### src/mmn_pkg.sv
`timescale 1ns / 1ps

package mmn_pkg;

  localparam int unsigned AXES       = 3;
  localparam int unsigned DIV_STEPS  = 17;
  localparam int unsigned CFG_IDX_W  = 3;
  localparam int unsigned CFG_DATA_W = 16;

  localparam logic [CFG_IDX_W-1:0] REG_SEED_MIN_X    = 3'd0;
  localparam logic [CFG_IDX_W-1:0] REG_SEED_MIN_Z    = 3'd2;
  localparam logic [CFG_IDX_W-1:0] REG_SEED_MAX_X    = 3'd3;
  localparam logic [CFG_IDX_W-1:0] REG_SEED_MAX_Z    = 3'd5;
  localparam logic [CFG_IDX_W-1:0] REG_CONT_CAL_EN   = 3'd6;

  localparam logic signed [15:0] SEED_MIN_RESET = 16'sh8000;
  localparam logic signed [15:0] SEED_MAX_RESET = 16'sh7FFF;
  localparam logic signed [15:0] NORM_POS_SAT   = 16'sh7FFF;
  localparam logic signed [15:0] NORM_NEG_SAT   = 16'sh8000;

  typedef struct packed {
    logic signed [15:0] mag_x;
    logic signed [15:0] mag_y;
    logic signed [15:0] mag_z;
  } mmn_in_t;

  typedef struct packed {
    logic signed [15:0] norm_x;
    logic signed [15:0] norm_y;
    logic signed [15:0] norm_z;
    logic               window_updated;
    logic               range_error;
  } mmn_out_t;

  typedef enum logic [2:0] {
    S_IDLE,
    S_WIDEN,
    S_SPAN,
    S_ABS,
    S_CHK,
    S_DIV,
    S_FIN,
    S_OUT
  } mmn_state_t;

endpackage

### src/mmn_stream_if.sv
`timescale 1ns / 1ps

interface mmn_in_if;
  logic            valid;
  logic            ready;
  mmn_pkg::mmn_in_t data;

  modport source (output valid, output data, input ready);
  modport sink   (input valid, input data, output ready);
endinterface

interface mmn_out_if;
  logic             valid;
  logic             ready;
  mmn_pkg::mmn_out_t data;

  modport source (output valid, output data, input ready);
  modport sink   (input valid, input data, output ready);
endinterface

### src/mag_minmax_window_normalizer_core.sv
`timescale 1ns / 1ps
// Each sample's three axes go one after another through the shared 17-step restoring divider;
// an axis with zero span or a saturating quotient skips the divider. ready is high only while
// idle, so a new sample is taken only after the last result is loaded into the output register.
// Reset (rst_n low, synchronous): window min/max to -32768/32767, calibration on,
// sequencer idle, result channel empty.
module mag_minmax_window_normalizer_core (
  input  logic                                 clk,
  input  logic                                 rst_n,
  mmn_in_if.sink                               in_chan,
  mmn_out_if.source                            out_chan,
  input  logic                                 cfg_we,
  input  logic [mmn_pkg::CFG_IDX_W-1:0]        cfg_idx,
  input  logic [mmn_pkg::CFG_DATA_W-1:0]       cfg_data
);

  mmn_pkg::mmn_state_t state_r, state_nxt;

  logic signed [15:0] win_min_r [mmn_pkg::AXES];
  logic signed [15:0] win_min_nxt [mmn_pkg::AXES];
  logic signed [15:0] win_max_r [mmn_pkg::AXES];
  logic signed [15:0] win_max_nxt [mmn_pkg::AXES];
  logic               cal_en_r, cal_en_nxt;

  logic signed [15:0] raw_r [mmn_pkg::AXES];
  logic signed [15:0] raw_nxt [mmn_pkg::AXES];
  logic signed [15:0] res_r [mmn_pkg::AXES];
  logic signed [15:0] res_nxt [mmn_pkg::AXES];

  logic [1:0]         axis_r, axis_nxt;
  logic               upd_r, upd_nxt;
  logic               err_r, err_nxt;
  logic signed [16:0] span_r, span_nxt;
  logic signed [18:0] num_r, num_nxt;
  logic               neg_r, neg_nxt;
  logic [17:0]        an_r, an_nxt;
  logic [15:0]        as_r, as_nxt;
  logic               zero_r, zero_nxt;
  logic               sat_r, sat_nxt;
  logic [15:0]        rem_r, rem_nxt;
  logic [16:0]        dvd_r, dvd_nxt;
  logic [16:0]        quo_r, quo_nxt;
  logic [4:0]         cnt_r, cnt_nxt;

  mmn_pkg::mmn_out_t  out_r, out_nxt;
  logic               out_valid_r, out_valid_nxt;

  logic signed [15:0] cur_raw, cur_min, cur_max;
  logic signed [16:0] diff_c;
  logic [16:0]        trial_c;
  logic [17:0]        qsum_c;
  logic [16:0]        qr_c;
  logic signed [15:0] val_c;
  logic               in_fire;
  logic               out_load;

  assign in_chan.ready  = (state_r == mmn_pkg::S_IDLE);
  assign in_fire        = in_chan.valid && in_chan.ready;
  assign out_chan.valid = out_valid_r;
  assign out_chan.data  = out_r;
  assign out_load       = (state_r == mmn_pkg::S_OUT) && (!out_valid_r || out_chan.ready);

  assign cur_raw = raw_r[axis_r];
  assign cur_min = win_min_r[axis_r];
  assign cur_max = win_max_r[axis_r];
  assign diff_c  = {cur_raw[15], cur_raw} - {cur_min[15], cur_min};
  assign trial_c = {rem_r, dvd_r[16]};
  assign qsum_c  = {1'b0, quo_r} + 18'd1;
  assign qr_c    = qsum_c[17:1];

  always_comb begin
    if (zero_r) begin
      val_c = 16'sd0;
    end else if (neg_r) begin
      if (sat_r || qr_c >= 17'd32768) begin
        val_c = mmn_pkg::NORM_NEG_SAT;
      end else begin
        val_c = 16'(17'd0 - qr_c);
      end
    end else begin
      if (sat_r || qr_c >= 17'd32767) begin
        val_c = mmn_pkg::NORM_POS_SAT;
      end else begin
        val_c = qr_c[15:0];
      end
    end
  end

  always_comb begin
    state_nxt = state_r;
    case (state_r)
      mmn_pkg::S_IDLE:  if (in_fire) state_nxt = mmn_pkg::S_WIDEN;
      mmn_pkg::S_WIDEN: state_nxt = mmn_pkg::S_SPAN;
      mmn_pkg::S_SPAN:  state_nxt = mmn_pkg::S_ABS;
      mmn_pkg::S_ABS:   state_nxt = mmn_pkg::S_CHK;
      mmn_pkg::S_CHK: begin
        if (as_r == 16'd0 || an_r >= {as_r, 2'b00}) begin
          state_nxt = mmn_pkg::S_FIN;
        end else begin
          state_nxt = mmn_pkg::S_DIV;
        end
      end
      mmn_pkg::S_DIV: begin
        if (cnt_r == 5'(mmn_pkg::DIV_STEPS - 1)) state_nxt = mmn_pkg::S_FIN;
      end
      mmn_pkg::S_FIN: begin
        if (axis_r == 2'(mmn_pkg::AXES - 1)) begin
          state_nxt = mmn_pkg::S_OUT;
        end else begin
          state_nxt = mmn_pkg::S_WIDEN;
        end
      end
      mmn_pkg::S_OUT:   if (out_load) state_nxt = mmn_pkg::S_IDLE;
      default:          state_nxt = mmn_pkg::S_IDLE;
    endcase
  end

  always_comb begin
    win_min_nxt   = win_min_r;
    win_max_nxt   = win_max_r;
    cal_en_nxt    = cal_en_r;
    raw_nxt       = raw_r;
    res_nxt       = res_r;
    axis_nxt      = axis_r;
    upd_nxt       = upd_r;
    err_nxt       = err_r;
    span_nxt      = span_r;
    num_nxt       = num_r;
    neg_nxt       = neg_r;
    an_nxt        = an_r;
    as_nxt        = as_r;
    zero_nxt      = zero_r;
    sat_nxt       = sat_r;
    rem_nxt       = rem_r;
    dvd_nxt       = dvd_r;
    quo_nxt       = quo_r;
    cnt_nxt       = cnt_r;
    out_nxt       = out_r;
    out_valid_nxt = out_valid_r;

    if (out_valid_r && out_chan.ready) out_valid_nxt = 1'b0;

    if (cfg_we) begin
      if (cfg_idx inside {[mmn_pkg::REG_SEED_MIN_X:mmn_pkg::REG_SEED_MIN_Z]}) begin
        win_min_nxt[cfg_idx[1:0]] = cfg_data[15:0];
      end else if (cfg_idx inside {[mmn_pkg::REG_SEED_MAX_X:mmn_pkg::REG_SEED_MAX_Z]}) begin
        win_max_nxt[2'(cfg_idx - mmn_pkg::REG_SEED_MAX_X)] = cfg_data[15:0];
      end else if (cfg_idx == mmn_pkg::REG_CONT_CAL_EN) begin
        cal_en_nxt = cfg_data[0];
      end
    end

    case (state_r)
      mmn_pkg::S_IDLE: begin
        if (in_fire) begin
          raw_nxt[0] = in_chan.data.mag_x;
          raw_nxt[1] = in_chan.data.mag_y;
          raw_nxt[2] = in_chan.data.mag_z;
          axis_nxt   = 2'd0;
          upd_nxt    = 1'b0;
          err_nxt    = 1'b0;
        end
      end
      mmn_pkg::S_WIDEN: begin
        if (cal_en_r) begin
          if (cur_raw > cur_max) begin
            win_max_nxt[axis_r] = cur_raw;
            upd_nxt             = 1'b1;
          end
          if (cur_raw < cur_min) begin
            win_min_nxt[axis_r] = cur_raw;
            upd_nxt             = 1'b1;
          end
        end
      end
      mmn_pkg::S_SPAN: begin
        span_nxt = {cur_max[15], cur_max} - {cur_min[15], cur_min};
        num_nxt  = {diff_c[16], diff_c, 1'b0} - {{2{span_nxt[16]}}, span_nxt};
      end
      mmn_pkg::S_ABS: begin
        neg_nxt = num_r[18] ^ span_r[16];
        an_nxt  = num_r[18] ? 18'(-num_r) : num_r[17:0];
        as_nxt  = span_r[16] ? 16'(-span_r) : span_r[15:0];
      end
      mmn_pkg::S_CHK: begin
        zero_nxt = (as_r == 16'd0);
        sat_nxt  = (an_r >= {as_r, 2'b00});
        rem_nxt  = an_r[17:2];
        dvd_nxt  = {an_r[1:0], 15'd0};
        quo_nxt  = 17'd0;
        cnt_nxt  = 5'd0;
      end
      mmn_pkg::S_DIV: begin
        if (trial_c >= {1'b0, as_r}) begin
          rem_nxt = 16'(trial_c - {1'b0, as_r});
          quo_nxt = {quo_r[15:0], 1'b1};
        end else begin
          rem_nxt = trial_c[15:0];
          quo_nxt = {quo_r[15:0], 1'b0};
        end
        dvd_nxt = {dvd_r[15:0], 1'b0};
        cnt_nxt = cnt_r + 5'd1;
      end
      mmn_pkg::S_FIN: begin
        res_nxt[axis_r] = val_c;
        err_nxt         = err_r | zero_r;
        if (axis_r != 2'(mmn_pkg::AXES - 1)) axis_nxt = axis_r + 2'd1;
      end
      mmn_pkg::S_OUT: begin
        if (out_load) begin
          out_nxt.norm_x         = res_r[0];
          out_nxt.norm_y         = res_r[1];
          out_nxt.norm_z         = res_r[2];
          out_nxt.window_updated = upd_r;
          out_nxt.range_error    = err_r;
          out_valid_nxt          = 1'b1;
        end
      end
      default: ;
    endcase
  end

  always_ff @(posedge clk) begin
    if (!rst_n) begin
      state_r     <= mmn_pkg::S_IDLE;
      out_valid_r <= 1'b0;
      cal_en_r    <= 1'b1;
      for (int i = 0; i < mmn_pkg::AXES; i++) begin
        win_min_r[i] <= mmn_pkg::SEED_MIN_RESET;
        win_max_r[i] <= mmn_pkg::SEED_MAX_RESET;
      end
    end else begin
      state_r     <= state_nxt;
      out_valid_r <= out_valid_nxt;
      cal_en_r    <= cal_en_nxt;
      win_min_r   <= win_min_nxt;
      win_max_r   <= win_max_nxt;
    end
  end

  always_ff @(posedge clk) begin
    raw_r  <= raw_nxt;
    res_r  <= res_nxt;
    axis_r <= axis_nxt;
    upd_r  <= upd_nxt;
    err_r  <= err_nxt;
    span_r <= span_nxt;
    num_r  <= num_nxt;
    neg_r  <= neg_nxt;
    an_r   <= an_nxt;
    as_r   <= as_nxt;
    zero_r <= zero_nxt;
    sat_r  <= sat_nxt;
    rem_r  <= rem_nxt;
    dvd_r  <= dvd_nxt;
    quo_r  <= quo_nxt;
    cnt_r  <= cnt_nxt;
    out_r  <= out_nxt;
  end

endmodule

### src/flat_wrapper.sv
// flat-port wrapper written by rule: the top's interface ports become plain ports
module mag_minmax_window_normalizer_core_flat 
  (clk, rst_n, cfg_we, cfg_idx, cfg_data, in_chan_valid, in_chan_data, in_chan_ready, out_chan_valid, out_chan_data, out_chan_ready);
  mmn_in_if in_chan_i ();
  mmn_out_if out_chan_i ();
  input  logic clk;
  input  logic rst_n;
  input  logic cfg_we;
  input  logic [mmn_pkg::CFG_IDX_W-1:0] cfg_idx;
  input  logic [mmn_pkg::CFG_DATA_W-1:0] cfg_data;
  input wire logic [$bits(in_chan_i.valid)-1:0] in_chan_valid;
  input wire logic [$bits(in_chan_i.data)-1:0] in_chan_data;
  output wire logic [$bits(in_chan_i.ready)-1:0] in_chan_ready;
  output wire logic [$bits(out_chan_i.valid)-1:0] out_chan_valid;
  output wire logic [$bits(out_chan_i.data)-1:0] out_chan_data;
  input wire logic [$bits(out_chan_i.ready)-1:0] out_chan_ready;
  assign in_chan_i.valid = in_chan_valid;
  assign in_chan_i.data = in_chan_data;
  assign in_chan_ready = in_chan_i.ready;
  assign out_chan_valid = out_chan_i.valid;
  assign out_chan_data = out_chan_i.data;
  assign out_chan_i.ready = out_chan_ready;
  mag_minmax_window_normalizer_core u_core (.clk(clk), .rst_n(rst_n), .in_chan(in_chan_i), .out_chan(out_chan_i), .cfg_we(cfg_we), .cfg_idx(cfg_idx), .cfg_data(cfg_data));
endmodule
### config.mk
export PLATFORM = sky130hd
export DESIGN_NAME = mag_minmax_window_normalizer_core_flat
export DESIGN_NICKNAME = d
export VERILOG_FILES = /design/src/mmn_pkg.sv /design/src/mmn_stream_if.sv /design/src/mag_minmax_window_normalizer_core.sv /design/src/flat_wrapper.sv
export SDC_FILE = /design/constraint.sdc
export NUM_CORES = 1
export LEC_CHECK = 0
export BUFFER_PORTS_ARGS = -buffer_cell sky130_fd_sc_hd__buf_2
export CORE_UTILIZATION = 35
export DETAILED_ROUTE_END_ITERATION = 6
export GPL_TIMING_DRIVEN = 0
export PLACE_DENSITY_LB_ADDON = 0.3
export SLEW_MARGIN = 20
export SYNTH_ARGS = -nofsm -noshare
export SYNTH_HDL_FRONTEND = slang
export SYNTH_SLANG_ARGS = --single-unit
### constraint.sdc
create_clock -name clk -period 5 [get_ports clk]
set_input_delay 1 -clock clk [delete_from_list [all_inputs] [get_ports clk]]
set_output_delay 1 -clock clk [all_outputs]
set_load 0.02 [all_outputs]
== Word level (Yosys, flattened, before mapping) ==
Index checks and enable logic that the tools add are counted.

* Add/subtract/negate cells: 11
* Multiply operators: 0
* Div/mod/pow operators: 0
* $lt $le $gt $ge: 16
* Equality and inequality tests: 17
* Shift operators: 0
* Mux-type cells: 61
* Bitwise operators: 7
* Reductions and logical operators: 25

{| class="wikitable"
|+ Operator list
! operator !! number
|-
| $mux 48 || 11
|-
| $bwmux 48 || 5
|-
| $mux 16 || 15
|-
| $bmux 16 s2 || 3
|-
| $demux 16 s2 || 3
|-
| $pmux 17 s2 || 2
|-
| $sub 16x16->17 || 2
|-
| $pmux 16 s2 || 1
|-
| $pmux 3 s8 || 1
|-
| $sub 18x17->19 || 1
|-
| $add 17x1->18 const B || 1
|-
| $ge 18x18->1 || 1
|-
| $mux 18 || 1
|-
| $neg 18->18 || 1
|-
| $ge 17x15->1 const B || 1
|-
| $ge 17x16->1 || 1
|-
| $ge 17x16->1 const B || 1
|-
| $gt 16x16->1 || 1
|-
| $logic_not 16->1 || 1
|-
| $lt 16x16->1 || 1
|-
| $neg 16->16 || 1
|-
| $sub 1x16->16 const A || 1
|-
| $sub 16x16->16 || 1
|-
| $eq 3x3->1 const B || 5
|-
| 34 further kinds || 75
|}

* Flip-flop bits (word level): 379
* Bits in latches: 0
* RAM bits: 0
* ROM bits: 0
* Input port bits: 72
* Output and inout port bits: 52
* Memories kept: 0

== Logic depth before layout (Yosys ltp) ==
Gate-level depths: netlist of run 1.

* Word-level depth: 14
* Depth in mapped cells: 25
* Mapped depth without buffers: 23

== Worst setup path after synthesis of run 1 ==
Ideal clock, no wire load.

* Path kind: flip-flop to flip-flop
* Start point: register u_core.axis_r[0]
* End point: register u_core.num_r[17] (data pin)
* Data arrival time: 5.060 ns
* Required time: 4.742 ns
* Path slack: -0.317 ns
* Stages on the path, launching flop included: 23
* Clock period less this slack: 5.317 ns
* Cell sequence: edfxtp_1 > clkbuf_1 > clkbuf_1 > buf_1 > mux2i_1 > nor2_1 > a21oi_1 > ha_1 > nor2b_1 > o21ai_0 > a21boi_0 > o21ai_0 > nand2b_1 > xnor2_1 > ha_1 > nor3_1 > nor2_1 > a31o_2 > a21o_1 > a2111o_1 > a31o_2 > a21oi_1 > xnor2_1

* Cells in the longest elaborated chain, start to end: 6
* Elaborated cells between the ends (all ways): 13
* Classes of those cells: 3 x add/sub; 9 x mux; 1 x bitwise

{| class="wikitable"
|+ Ends and longest elaborated chain
! item !! line !! source
|-
| start: declaration || mag_minmax_window_normalizer_core.sv:30 || <nowiki>logic [1:0] axis_r, axis_nxt;</nowiki>
|-
| start signal: assignment || mag_minmax_window_normalizer_core.sv:244 || <nowiki>axis_r <= axis_nxt;</nowiki>
|-
| $not 2->3 (implied by the code) (*) || mag_minmax_window_normalizer_core.sv:63, mag_minmax_window_normalizer_core.sv:64, mag_minmax_window_normalizer_core.sv:65 ||
|-
| $bmux 16 s2, on equally long branches || mag_minmax_window_normalizer_core.sv:63, mag_minmax_window_normalizer_core.sv:64, mag_minmax_window_normalizer_core.sv:65 ||
|-
| $mux 16, on equally long branches (2 in series) || mag_minmax_window_normalizer_core.sv:63, mag_minmax_window_normalizer_core.sv:64, mag_minmax_window_normalizer_core.sv:65 ||
|-
| $sub 16x16->17, on equally long branches || mag_minmax_window_normalizer_core.sv:66, mag_minmax_window_normalizer_core.sv:177 ||
|-
| $sub 18x17->19 (*) || mag_minmax_window_normalizer_core.sv:178 || <nowiki>num_nxt = {diff_c[16], diff_c, 1'b0} - {{2{span_nxt[16]}}, span_nxt};</nowiki>
|-
| end signal: assignment || mag_minmax_window_normalizer_core.sv:248 || <nowiki>num_r <= num_nxt;</nowiki>
|-
| end: declaration || mag_minmax_window_normalizer_core.sv:34 || <nowiki>logic signed [18:0] num_r, num_nxt;</nowiki>
|}

Mark *: on every way between the ends. The rest lies on a longest branch, timed or not. The select of a mux whose other input is x is not followed.
A chain may end at the register's enable or synchronous reset.

== Worst setup path after layout of run 1 ==
* Start point: register u_core.axis_r[1]
* End point: register u_core.num_r[17] (data pin)

Same word-level chain as after synthesis.

==> results.md, run 1 <==
• 46600 µm — routed wire length
• 0.06 ns — clock slew seen by the registers of the worst setup and hold paths
• 0 ns — accumulated negative setup slack
• 0 — ys async rst share
• 19700 µm² — Syn Std Cell Area
• 0.265 — Comb pwr share
• 0 — Post-CTS Hold Fix Bufs
• 55400 µm² — core region area
• 73800 µm — global-route wire length before repair
• 9.43 nW — leakage power figure
• 5.17 ns — arrival time worst endpoint
• 0.407 ns — tightest hold margin
• flop to flop — HP Class
• 261 — number of synthesized flops with an enable pin
• 261 x edfxtp_1, 192 x nand2_1, 164 x mux2i_1, 117 x nor2_1, 111 x a21oi_1 — top post-synthesis cells by count
• 0.397 — portion of synthesized cell area occupied by the leading cell type
• flop to flop — type of the setup path with the least slack
• 6.10 mW — internal power consumption
• 0.500 — proportion of synthesized chip area in sequential cells
• clkbuf_16 — buffer type at the clock tree root
• 0 — # setup viols final
• 0 — total congestion overflow
• 0.356 — starting utilization of the core area
• 0.418 — final core utilization
• 4.85 ns — minimum clock period
• 1982 — Net Count, Synth
• 18 — cells on worst reg2reg path
• 0 — count of unresolved DRC violations after routing
• 0.293 — switching share of power
• edfxtp_1 — flip-flop cell with the highest count after synthesis
• 120 — number of buffer cells added on primary ports
• 0.206 GHz — maximum clock rate
• 2.53 mW — reported net switching power
• 17.5% — area growth from synthesis to final layout
• true — setup repair after global routing missed its margin
• 0.163 — overall fraction of global-route tracks in use
• 0.0255 ns — Setup Skew
• 0.927 ns — Tightest Pin Transition
• 372 nW/µm² — total power divided by cell area
• 3 — number of buffers on the longest clock path
• 2186 — NumNets Final
• 5 — Pre-antenna DRT Iters
• 1 — antenna violations before repair
• 239 µm — width of the die
• 362 — register bit count reported by yosys
• 0.178 — layout cell share with drive strength beyond 1
• 0 — total count of hold-check failures in the final report
• 41 — maximum number of pins on one net before global-route repair
• edfxtp_1 — most repeated cell in the gate-level netlist after synthesis
• 1798 — number of instances in the synthesized netlist
• 0.000283 V — worst-case vdd ir drop
• 11.0 µm² — Syn Area/Cell
• 68 — count of cell types in the netlist
• 239 µm — chip height
• 5.32 ns — worst endpoint required time
• 0 — Yosys warning count
• 0 — Slew Viols, Final
• 13900 — overall via count from detail_route
• 362 — number of clock sinks
• 0 — count of cells along the worst hold path
• 36100 µm — half-perimeter wire length after placement
• edfxtp_1 40%, dfxtp_1 10%, mux2i_1 8.3% — cell types occupying the most area after synthesis
• 0.411 — sequential share of power
• edfxtp_1 — library cell occupying the most area in the post-synthesis netlist
• yes — TritonCTS clock tree
• 10 — top fanout value on the critical path
• 5.01 — drt via density
• completed — result of the run
• 0.57 ns — clock latency reported for the late side of the worst-skew pair
• 8.63 mW — post-route total power
• 16.8 µm — detailed-route wire length per cell
• 0.862 — global placer's final weighted congestion
• 2 — CTS H-tree lvls
• 0 — antenna violation net count after detailed routing
• flop — crit start category
• 40 — cts bufs inserted
• 0.969 — post-route clock period utilization
• 86 — Rows
• 124 — number of placed I/O pins
• 0.324 — share of power burned in the clock network
• flop — nature of the critical path endpoint
• 0.382 — headroom to the max-slew limit
• 57300 µm² — area of the die
• 735 — number of violations reported at the end of detailed-routing iteration 0
• 0 — MaxCap Viol Count
• 14200 — via count of the first global-routing pass
-- metrics by stage --
step	instance area [µm²]	cells	worst slack, ns
after floorplan	19700	1798	0.0392
after global placement	21300	2666	-1.27
after detailed placement	21400	2677	-1.31
after CTS	22900	2753	-0.00335
after global routing	23200	2780	-0.0509
final	23200	2780	0.154
-- state kept, by name, summed over array words and instances, names as in the netlist, 3 cells and up --
name / flops
u_core.cnt_r: 5
u_core.span_r: 16
u_core.as_r: 16
u_core.res_r: 48
u_core.win_min_r: 48
u_core.an_r: 17
u_core.out_chan.data: 50
u_core.state_r: 3
u_core.raw_r: 48
u_core.num_r: 19
u_core.quo_r: 17
u_core.win_max_r: 48
u_core.rem_r: 16
-- power by group through the flow --
| stage | sequential (mW) | combinational, mW | clock (mW) |
|---|---|---|---|
| 2_1_floorplan | 3.59 | 1.57 | 0 |
| 3_3_place_gp | 3.61 | 1.98 | 0 |
| 3_5_place_dp | 3.61 | 2.05 | 0 |
| 4_1_cts | 3.55 | 2.11 | 2.86 |
| 5_1_grt | 3.56 | 2.52 | 2.99 |
| 6_report | 3.55 | 2.29 | 2.79 |
-- metal layers --
layer | part of all wire | global-route usage
met2 | 0.51 | 0.298
met5 | 0 | 0
met3 | 0.038 | 0.0259
met4 | 0.034 | 0.0629
met1 | 0.42 | 0.188
-- cells in the final DEF, fill, tap and decap left out, drive strengths merged, types with 7 or more instances in the layout --
cell and count:
nand4 15, xnor2 80, xor2 29, o211a 47, and2 27, o21a 7
o31ai 16, o211ai 7, o21ai 55, buf 181, and3 10, a211oi 10
nor2b 22, nor4 9, clkinv 11, nand2 193, edfxtp 261, mux2i 164
or3 8, a21o 24, ha 108, nor2 118, nand2b 19, a21oi 111
inv 99, mux2 53, a21boi 9, clkbuf 106, nand3 29, nor3 32
dfxtp 101
-- worst paths after layout --
kind	slack [ns]	from	to
max	0.15	u_core.axis_r[1]	u_core.num_r[17]
min	0.41	u_core.res_r[42]	u_core.out_chan.data[44]
max reg2reg	0.15	u_core.axis_r[1]	u_core.num_r[17]
min reg2reg	0.41	u_core.res_r[42]	u_core.out_chan.data[44]
-- cells by family after synthesis --
family                     count (synthesis)  share of synthesized area
and+or+nand+nor                          509                      0.123
DFF                                      362                      0.500
AOI/OAI and AO/OA                        321                      0.110
muxes                                    217                      0.113
buffers and inverters                    168                     0.0326
adders and majority gates                112                     0.0726
xor gates and xnor gates                 109                     0.0488
-- worst max-delay path, cell delays in order, from the launching register on --
cell	delay [ns]
edfxtp_1	0.47
buf_2	0.29
buf_2	0.31
nor2_1	0.11
a21oi_2	0.21
ha_2	0.22
inv_1	0.05
fa_2	0.56
inv_1	0.05
ha_1	0.29
a21o_1	0.18
a21oi_1	0.28
o211ai_1	0.20
a31o_2	0.27
a21o_1	0.22
a2111o_1	0.40
a31o_2	0.25
a21oi_2	0.14
xnor2_1	0.08
-- final cells by class --
class                           count  area [µm²]
Fill cell                        5263       32200
Inverter                           97         368
Multi-Input combinational cell   1268        9420
Buffer                             71         395
Sequential cell                   362        9860
Clock buffer                       54        1060
Timing Repair Buffer              162         965
Antenna cell                        1        2.50
Tap cell                          748         936
Clock inverter                     17         166
-- timing repair --
action,in CTS,in global routing
setup buffers,5,26
pin swaps,2,20
hold endpoints to repair,0,0
setup endpoints to repair,89,6
resized for setup,53,31
No activity file was read; power rests on OpenSTA's default activity.
==> run 2: changes to the inputs <==
--- a/config.mk
+++ b/config.mk
@@ -5,6 +5,7 @@
 export SDC_FILE = /design/constraint.sdc
 export NUM_CORES = 1
 export LEC_CHECK = 0
+export ABC_AREA = 1
 export BUFFER_PORTS_ARGS = -buffer_cell sky130_fd_sc_hd__buf_2
 export CORE_UTILIZATION = 35
 export DETAILED_ROUTE_END_ITERATION = 6
==> results.md, run 2 <==
• 0 — Yosys warning count, unchanged
• 0.226 — simple-gate share of the synthesized area, +0.103
• 261 — number of synthesized flops with an enable pin, unchanged
• 52 — count of cell types in the netlist, -24%
• 5 — Pre-antenna DRT Iters, unchanged
• 50 — max FFs per register, unchanged
• simple AND/OR/NAND/NOR gates — main combinational cell family by area after synthesis
• flop to flop — HP Class
• 0.116 — complex-gate fraction of the synthesized area, +0.00642
• 0.209 GHz — maximum clock rate, +1.3%
• flop to flop — type of the setup path with the least slack
• 0 — count of unresolved DRC violations after routing, unchanged
• 0 ns — accumulated negative setup slack, unchanged
• 0.218 ns — worst setup margin, +0.0636 ns
• 0.0379 — xor/xnor cell area share of the yosys netlist, -0.0108
• 0.203 — overall fraction of global-route tracks in use, +0.0402
• 0.418 — final core utilization, about the same
• clkbuf_16 — buffer type at the clock tree root
• u_core.out_chan.data[42] — worst hold path endpoint
• 0 — mux share of post-synthesis cell area, -0.113
• 0.0689 — Synth Area in Adders, -0.00364
• 0.357 — starting utilization of the core area, +0.00127
• 0.475 — proportion of synthesized chip area in sequential cells, -0.0251
• 61600 µm — routed wire length, +32%
• 60300 µm² — area of the die, +5.2%
• 1.04 ns — Tightest Pin Transition, +0.111 ns
• 0 — total count of hold-check failures in the final report, unchanged
• 5856 — number of filler instances in the final layout, +11%
• 0.956 — post-route clock period utilization, -0.0127
• 548 x nand2_1, 300 x inv_1, 261 x edfxtp_1, 245 x nor2_1, 156 x a21oi_1 — top post-synthesis cells by count
• 0.0269 ns — Setup Skew, +0.00142 ns
• 20800 µm² — Syn Std Cell Area, +5.3%
• nand2_1 — Worst path most repeated cell
• 32 — maximum number of pins on one net before global-route repair, -22%
• 5.11 ns — arrival time worst endpoint, -0.06 ns
• 17.1% — area growth from synthesis to final layout
• 0.0283 — Global Route met3 Usage, +0.00234
• 10.4 nW — leakage power figure, +11%
• 48300 µm — half-perimeter wire length after placement, +34%
• buf_6 > nor2_4 > inv_2 > clkbuf_2 > o21ai_1 > ha_1 > a21oi_1 > nand2_1 > nor2_1 > xor2_1 > ha_4 > nand2_1 > inv_1 > a221oi_2 > nand2_1 > nand2_1 > nand2_1 — Critical Path, Cell by Cell
• u_core.axis_r[0] — Critical Path Source
• 40 — cts bufs inserted, unchanged
• edfxtp_1 — flip-flop cell with the highest count after synthesis
• u_core.num_r[16] — Worst R2R End
• 0 — ys async rst share, unchanged
• 0.86 ns — worst stage delay on the critical path, +0.30 ns
• flop — crit start category
• 5.12 — drt via density, +2.2%
• 0 — MaxCap Viol Count, unchanged
• 0.417 ns — tightest hold margin, +0.0109 ns
• edfxtp_1 38%, nand2_1 9.9%, dfxtp_1 9.7% — cell types occupying the most area after synthesis
• 0.304 — headroom to the max-slew limit, -0.0785
• 0.377 — portion of synthesized cell area occupied by the leading cell type, -0.0199
• flop — nature of the critical path endpoint
• 246 µm — width of the die, +2.6%
• yes — TritonCTS clock tree
• 88 — Rows, +2.3%
• 0 — antenna violation net count after detailed routing, unchanged
• 0.977 — global placer's final weighted congestion, +13%
• 120 — number of buffer cells added on primary ports, unchanged
• 0.22 ns — Register-to-Register Setup Slack, +0.06 ns
• 526 nW/µm² — total power divided by cell area, +41%
• 10 — top fanout value on the critical path, unchanged
• u_core.res_r[40] — Hold Path Origin
• 17300 — via count of the first global-routing pass, +22%
• 0.59 ns — clock latency reported for the late side of the worst-skew pair, +0.02 ns
• completed — result of the run
• 124 — number of placed I/O pins, unchanged
• 8.35 µm² — Syn Area/Cell, -24%
• -0.861 ns — worst setup timing slack at the placement stage, +0.452 ns
• u_core.axis_r[0] — beginning of the worst register-to-register path
• 362 — register bit count reported by yosys, unchanged
• 17800 — overall via count from detail_route, +27%
• 0.138 — layout cell share with drive strength beyond 1, -0.0405
• 0.332 — met2 routing resource usage after global routing, +0.0340
• nand2_1 — leading cell type in the layout, fill and taps excluded
• 0 — # setup viols final, unchanged
• 0 — total congestion overflow, unchanged
• 1 — antenna violations before repair, unchanged
• 0.268 — GR Layer Usage met1, +0.0796
• 547 x nand2_1, 299 x inv_1, 261 x edfxtp_1 — leading cell types in the layout, fill and taps excluded
• nand2_1 — most repeated cell in the gate-level netlist after synthesis
• 17 — cells on worst reg2reg path, -1
• 2672 — Net Count, Synth, +35%
• 246 µm — chip height, +2.6%
• 2 — CTS H-tree lvls, unchanged
• 4.78 ns — minimum clock period, -0.0636 ns
• 0 — count of cells along the worst hold path, unchanged
• 0 — Slew Viols, Final, unchanged
• compound AO/OA/AOI/OAI gates — CP top delay family
• 0.06 ns — clock slew seen by the registers of the worst setup and hold paths, about the same
• 0.000299 V — worst-case vdd ir drop, +5.8%
• 58100 µm² — core region area, +4.9%
• 17.8 µm — detailed-route wire length per cell, +5.9%
• met2 — Most Used Layer, Global Route
• 362 — number of clock sinks, unchanged
• 1326 — number of violations reported at the end of detailed-routing iteration 0, +80%
• 4 — buffer and inverter count on the worst path, unchanged
• edfxtp_1 — library cell occupying the most area in the post-synthesis netlist
• o21ai_1 — cell with the largest stage delay on the worst path
• 2853 — NumNets Final, +31%
• 2488 — number of instances in the synthesized netlist, +38%
• 95200 µm — global-route wire length before repair, +29%
• 5.32 ns — worst endpoint required time, about the same
• 3 — number of buffers on the longest clock path, unchanged
run 2: cell types whose count changed in the layout (fill, tap and decap cells not counted), moves of 53 or more:
| cell | delta |
|---|---|
| nand2_1 | +356 |
| nand4_1 | +60 |
| mux2_2 | -53 |
| nand3_1 | +102 |
| a21oi_1 | +59 |
| mux2i_1 | -163 |
| inv_1 | +206 |
| nor2_1 | +125 |
| o21ai_0 | +73 |
run 2: area by class of cell:
cell class                 count  area (µm²)  area share
multi-input combinational   1715        9750       0.401
inverter                     321        1200      0.0495
buffer                        90         419      0.0172
antenna                        1        2.50    0.000103
clock inverter                24         274      0.0113
sequential                   362        9860       0.405
timing repair buffer         139         792      0.0326
tap                          765         957      0.0394
clock buffer                  49        1070      0.0438
run 2: routing by layer:
metal / part of all wire / up-vias
met1: 0.44 / 8238
met3: 0.069 / 136
met2: 0.45 / 660
met5: 0.00013 / -
li1: - / 8727
met4: 0.043 / 2
run 2: through the flow:
| stage | cell area (µm²) | power [mW] | cells |
|---|---|---|---|
| floorplan | 20800 | 8.01 | 2488 |
| global placement | 22300 | 9.35 | 3373 |
| detailed placement | 22500 | 9.45 | 3384 |
| CTS | 24100 | 12.6 | 3457 |
| global route | 24300 | 13.7 | 3465 |
| finish | 24300 | 12.8 | 3466 |
run 2: cell families (layout without fill, tap and decap cells):
logic type	Yosys count	after routing
buf+inv	411	623
xor+xnor	90	90
fa+ha+maj	112	112
flops	362	362
compound gates	423	423
other cells	0	1
simple gates	1090	1090
run 2: worst max-delay path by stage:
stage / to / cells past startpoint
3_3_place_gp: u_core.num_r[17] / 24
6_report: u_core.num_r[16] / 17
2_1_floorplan: u_core.num_r[16] / 20
5_1_grt: u_core.num_r[16] / 25
4_1_cts: u_core.num_r[17] / 24
3_5_place_dp: u_core.num_r[17] / 23
run 2: timing repair:
item,CTS,global route
setup buffers,0,8
pin swaps,1,12
setup endpoints to repair,14,10
hold buffers,0,0
gates cloned,0,0
gates resized for setup,52,45
run 2: where the power goes:
group	switching, mW	leakage [nW]	internal [mW]
clock network	1.29	0.654	1.70
registers	0.170	3.22	3.85
logic	3.69	6.56	2.10
total	5.15	10.4	7.65
run 2: worst reg2reg max path: cells and delay by family, from the launching register on:
| kind | cells | cell delay, ns |
|---|---|---|
| adder cells (fa/ha/maj) | 2 | 0.72 |
| AO/OA/AOI/OAI | 3 | 1.40 |
| buffers and inverters | 4 | 0.72 |
| AND/OR/NAND/NOR | 7 | 0.91 |
| XOR/XNOR | 1 | 0.27 |
| flip-flops | 1 | 0.50 |
==> run 3: changes to the inputs <==
--- a/config.mk
+++ b/config.mk
@@ -11,6 +11,7 @@
 export DETAILED_ROUTE_END_ITERATION = 6
 export GPL_TIMING_DRIVEN = 0
 export PLACE_DENSITY_LB_ADDON = 0.3
+export SKIP_CTS_REPAIR_TIMING = 1
 export SLEW_MARGIN = 20
 export SYNTH_ARGS = -nofsm -noshare
 export SYNTH_HDL_FRONTEND = slang
==> constraint.sdc (replaced) <==
create_clock -name clk -period 4 [get_ports clk]
set_input_delay 0.8 -clock clk [delete_from_list [all_inputs] [get_ports clk]]
set_output_delay 0.8 -clock clk [all_outputs]
set_load 0.02 [all_outputs]
==> results.md, run 3 (synthesis results as in run 2) <==
• 58100 µm² — core region area, unchanged
• 7 — # setup viols final, +7
• 31 — maximum number of pins on one net before global-route repair, -3.1%
• 1425 — number of violations reported at the end of detailed-routing iteration 0, +7.5%
• -0.279 ns — worst setup margin, -0.496 ns
• flop — nature of the critical path endpoint
• 1.07 — post-route clock period utilization, +0.113
• 2 — CTS H-tree lvls, unchanged
• 17400 — via count of the first global-routing pass, +0.46%
• -1.49 ns — worst setup timing slack at the placement stage, -0.624 ns
• 3518 — number of standard cells in the layout, taps in and fillers out, +1.5%
• 5.10 — drt via density, -0.57%
• 4 — antenna violations before repair, +3
• 4.31 ns — worst endpoint required time, -1.01 ns
• 3384 — Placed Cells incl. Taps, unchanged
• setup timing — violated checks
• 63700 µm — routed wire length, +3.4%
• 41 — cts bufs inserted, +2.5%
• 17900 — overall via count from detail_route, +0.92%
• 4.28 ns — minimum clock period, -0.504 ns
• 0 — total congestion overflow, unchanged
• 60300 µm² — area of the die, unchanged
• buf_6 > inv_4 > buf_12 > buf_8 > or2_4 > a32oi_4 > ha_2 > inv_2 > fa_2 > nand3_2 > nand2_2 > nand2_2 > nand2_4 > nand2_2 > nand2_2 > a31o_4 > xor2_2 > inv_2 > ha_4 > a21oi_1 > o31ai_1 > a21oi_1 > nand3_2 > xor2_1 — Critical Path, Cell by Cell
• 0.941 — global placer's final weighted congestion, -3.7%
• flop — crit start category
• true — setup repair after global routing missed its margin
• nand2_2 — Worst path most repeated cell
• 2905 — NumNets Final, +1.8%
• 18.1 µm — detailed-route wire length per cell, +1.9%
• 0.992 ns — Tightest Pin Transition, -0.0453 ns
• 0 — total count of hold-check failures in the final report, unchanged
• 3 — number of buffers on the longest clock path, unchanged
• edfxtp_1 — cell with the largest stage delay on the worst path
• 0.000546 V — worst-case vdd ir drop, +83%
• 0.190 — layout cell share with drive strength beyond 1, +0.0522
• 0 — MaxCap Viol Count, unchanged
• 0.234 GHz — maximum clock rate, +12%
• 4.59 ns — arrival time worst endpoint, -0.52 ns
• 0.38 ns — worst stage delay on the critical path, -0.48 ns
• 0 — antenna violation net count after detailed routing, unchanged
• yes — TritonCTS clock tree
• 50 — max FFs per register, unchanged
• nand2_1 — leading cell type in the layout, fill and taps excluded
• 95400 µm — global-route wire length before repair, +0.16%
• 0.205 — overall fraction of global-route tracks in use, +0.00239
• flop to flop — type of the setup path with the least slack
• 246 µm — chip height, unchanged
• 120 — number of buffer cells added on primary ports, unchanged
• 530 x nand2_1, 281 x inv_1, 261 x edfxtp_1 — leading cell types in the layout, fill and taps excluded
• 10.8 nW — leakage power figure, +3.8%
• clkbuf_16 — buffer type at the clock tree root
• 124 — number of placed I/O pins, unchanged
• 23.3% — area growth from synthesis to final layout
• 7 — top fanout value on the critical path, -3
• 0 — Slew Viols, Final, unchanged
• 88 — Rows, unchanged
• 0.06 ns — clock slew seen by the registers of the worst setup and hold paths, about the same
• 0.0242 ns — Setup Skew, -0.00271 ns
• 246 µm — width of the die, unchanged
• 0.357 — starting utilization of the core area, unchanged
• input pin to flop — HP Class
• 0 — final antenna diode count, -1
• 48600 µm — half-perimeter wire length after placement, +0.62%
• 362 — number of clock sinks, unchanged
• 0 — count of unresolved DRC violations after routing, unchanged
• 0.339 — headroom to the max-slew limit, +0.0349
• 0.58 ns — clock latency reported for the late side of the worst-skew pair, about the same
• complete, but fails checks — result of the run
• 693 nW/µm² — total power divided by cell area, +32%
• 7 — Pre-antenna DRT Iters, +2
==> run 3: cell count changes in the layout (fill, tap and decap cells not counted), moves of 7 or more <==
| cell | delta |
|---|---|
| buf_4 | +46 |
| ha_1 | -19 |
| ha_4 | +18 |
| inv_1 | -18 |
| nand2_1 | -17 |
| a21oi_1 | -16 |
| a21oi_2 | +14 |
| inv_2 | +14 |
| nand2_2 | +14 |
| a32oi_4 | +8 |
| a32oi_2 | -7 |
| o21ai_4 | +7 |
==> run 3: power by group <==
group | total [mW] | switching [mW] | internal, mW
logic | 8.84 | 5.29 | 3.55
clock network | 3.89 | 1.60 | 2.29
registers | 5.02 | 0.209 | 4.82
==> run 3: layout make-up <==
cell class	instances	area, µm²
clock inverters	26	302
plain buffers	90	523
well taps	765	957
flip-flops and latches	362	9860
fillers	5732	32500
inverters	321	1210
multi-input cells	1715	10400
clock buffers	49	1090
repair buffers	190	1230
==> run 3: worst paths after layout <==
| path | to | slack [ns] | startpoint | depth (start not counted) |
|---|---|---|---|---|
| min | u_core.raw_r[11] | 0.40 | in_chan_data[11] | 1 |
| max reg2reg | u_core.num_r[17] | -0.28 | u_core.axis_r[0] | 24 |
| max | u_core.num_r[17] | -0.28 | u_core.axis_r[0] | 24 |
| min reg2reg | u_core.out_chan.data[5] | 0.42 | u_core.res_r[3] | 0 |
==> run 3: through the flow <==
| step | power [mW] | utilization | hold WS (ns) | TNS (ns) | instance area [µm²] |
|---|---|---|---|---|---|
| finish | 17.8 | 0.440 | 0.397 | -1.04 | 25600 |
| global route | 18.8 | 0.440 | 0.381 | -2.43 | 25600 |
| global placement | 11.7 | 0.385 | 0.404 | -115.77 | 22400 |
| detailed placement | 11.8 | 0.388 | 0.405 | -59.44 | 22500 |
| floorplan | 10.1 | - | 0.400 | 0 | 20800 |
| CTS | 15.8 | 0.412 | 0.377 | -65.12 | 23900 |
==> run 3: routing by layer <==
metal  global-route usage  vias up  wire length [µm]
met1                0.263     8302             27400
met2                0.324      628             28400
met5               0.0114        -               112
met4                0.111       10              3240
met3               0.0406      150              4520
li1                     -     8837                 -
==> run 3: worst max-delay path, delay by kind of cell (launching register included) <==
family                     cells  cell delay [ns]
AOI/OAI and AO/OA              5             1.00
adders and majority gates      3             0.87
and+or+nand+nor                8             0.78
buffers and inverters          6             0.61
DFF                            1             0.38
xor gates and xnor gates       2             0.36
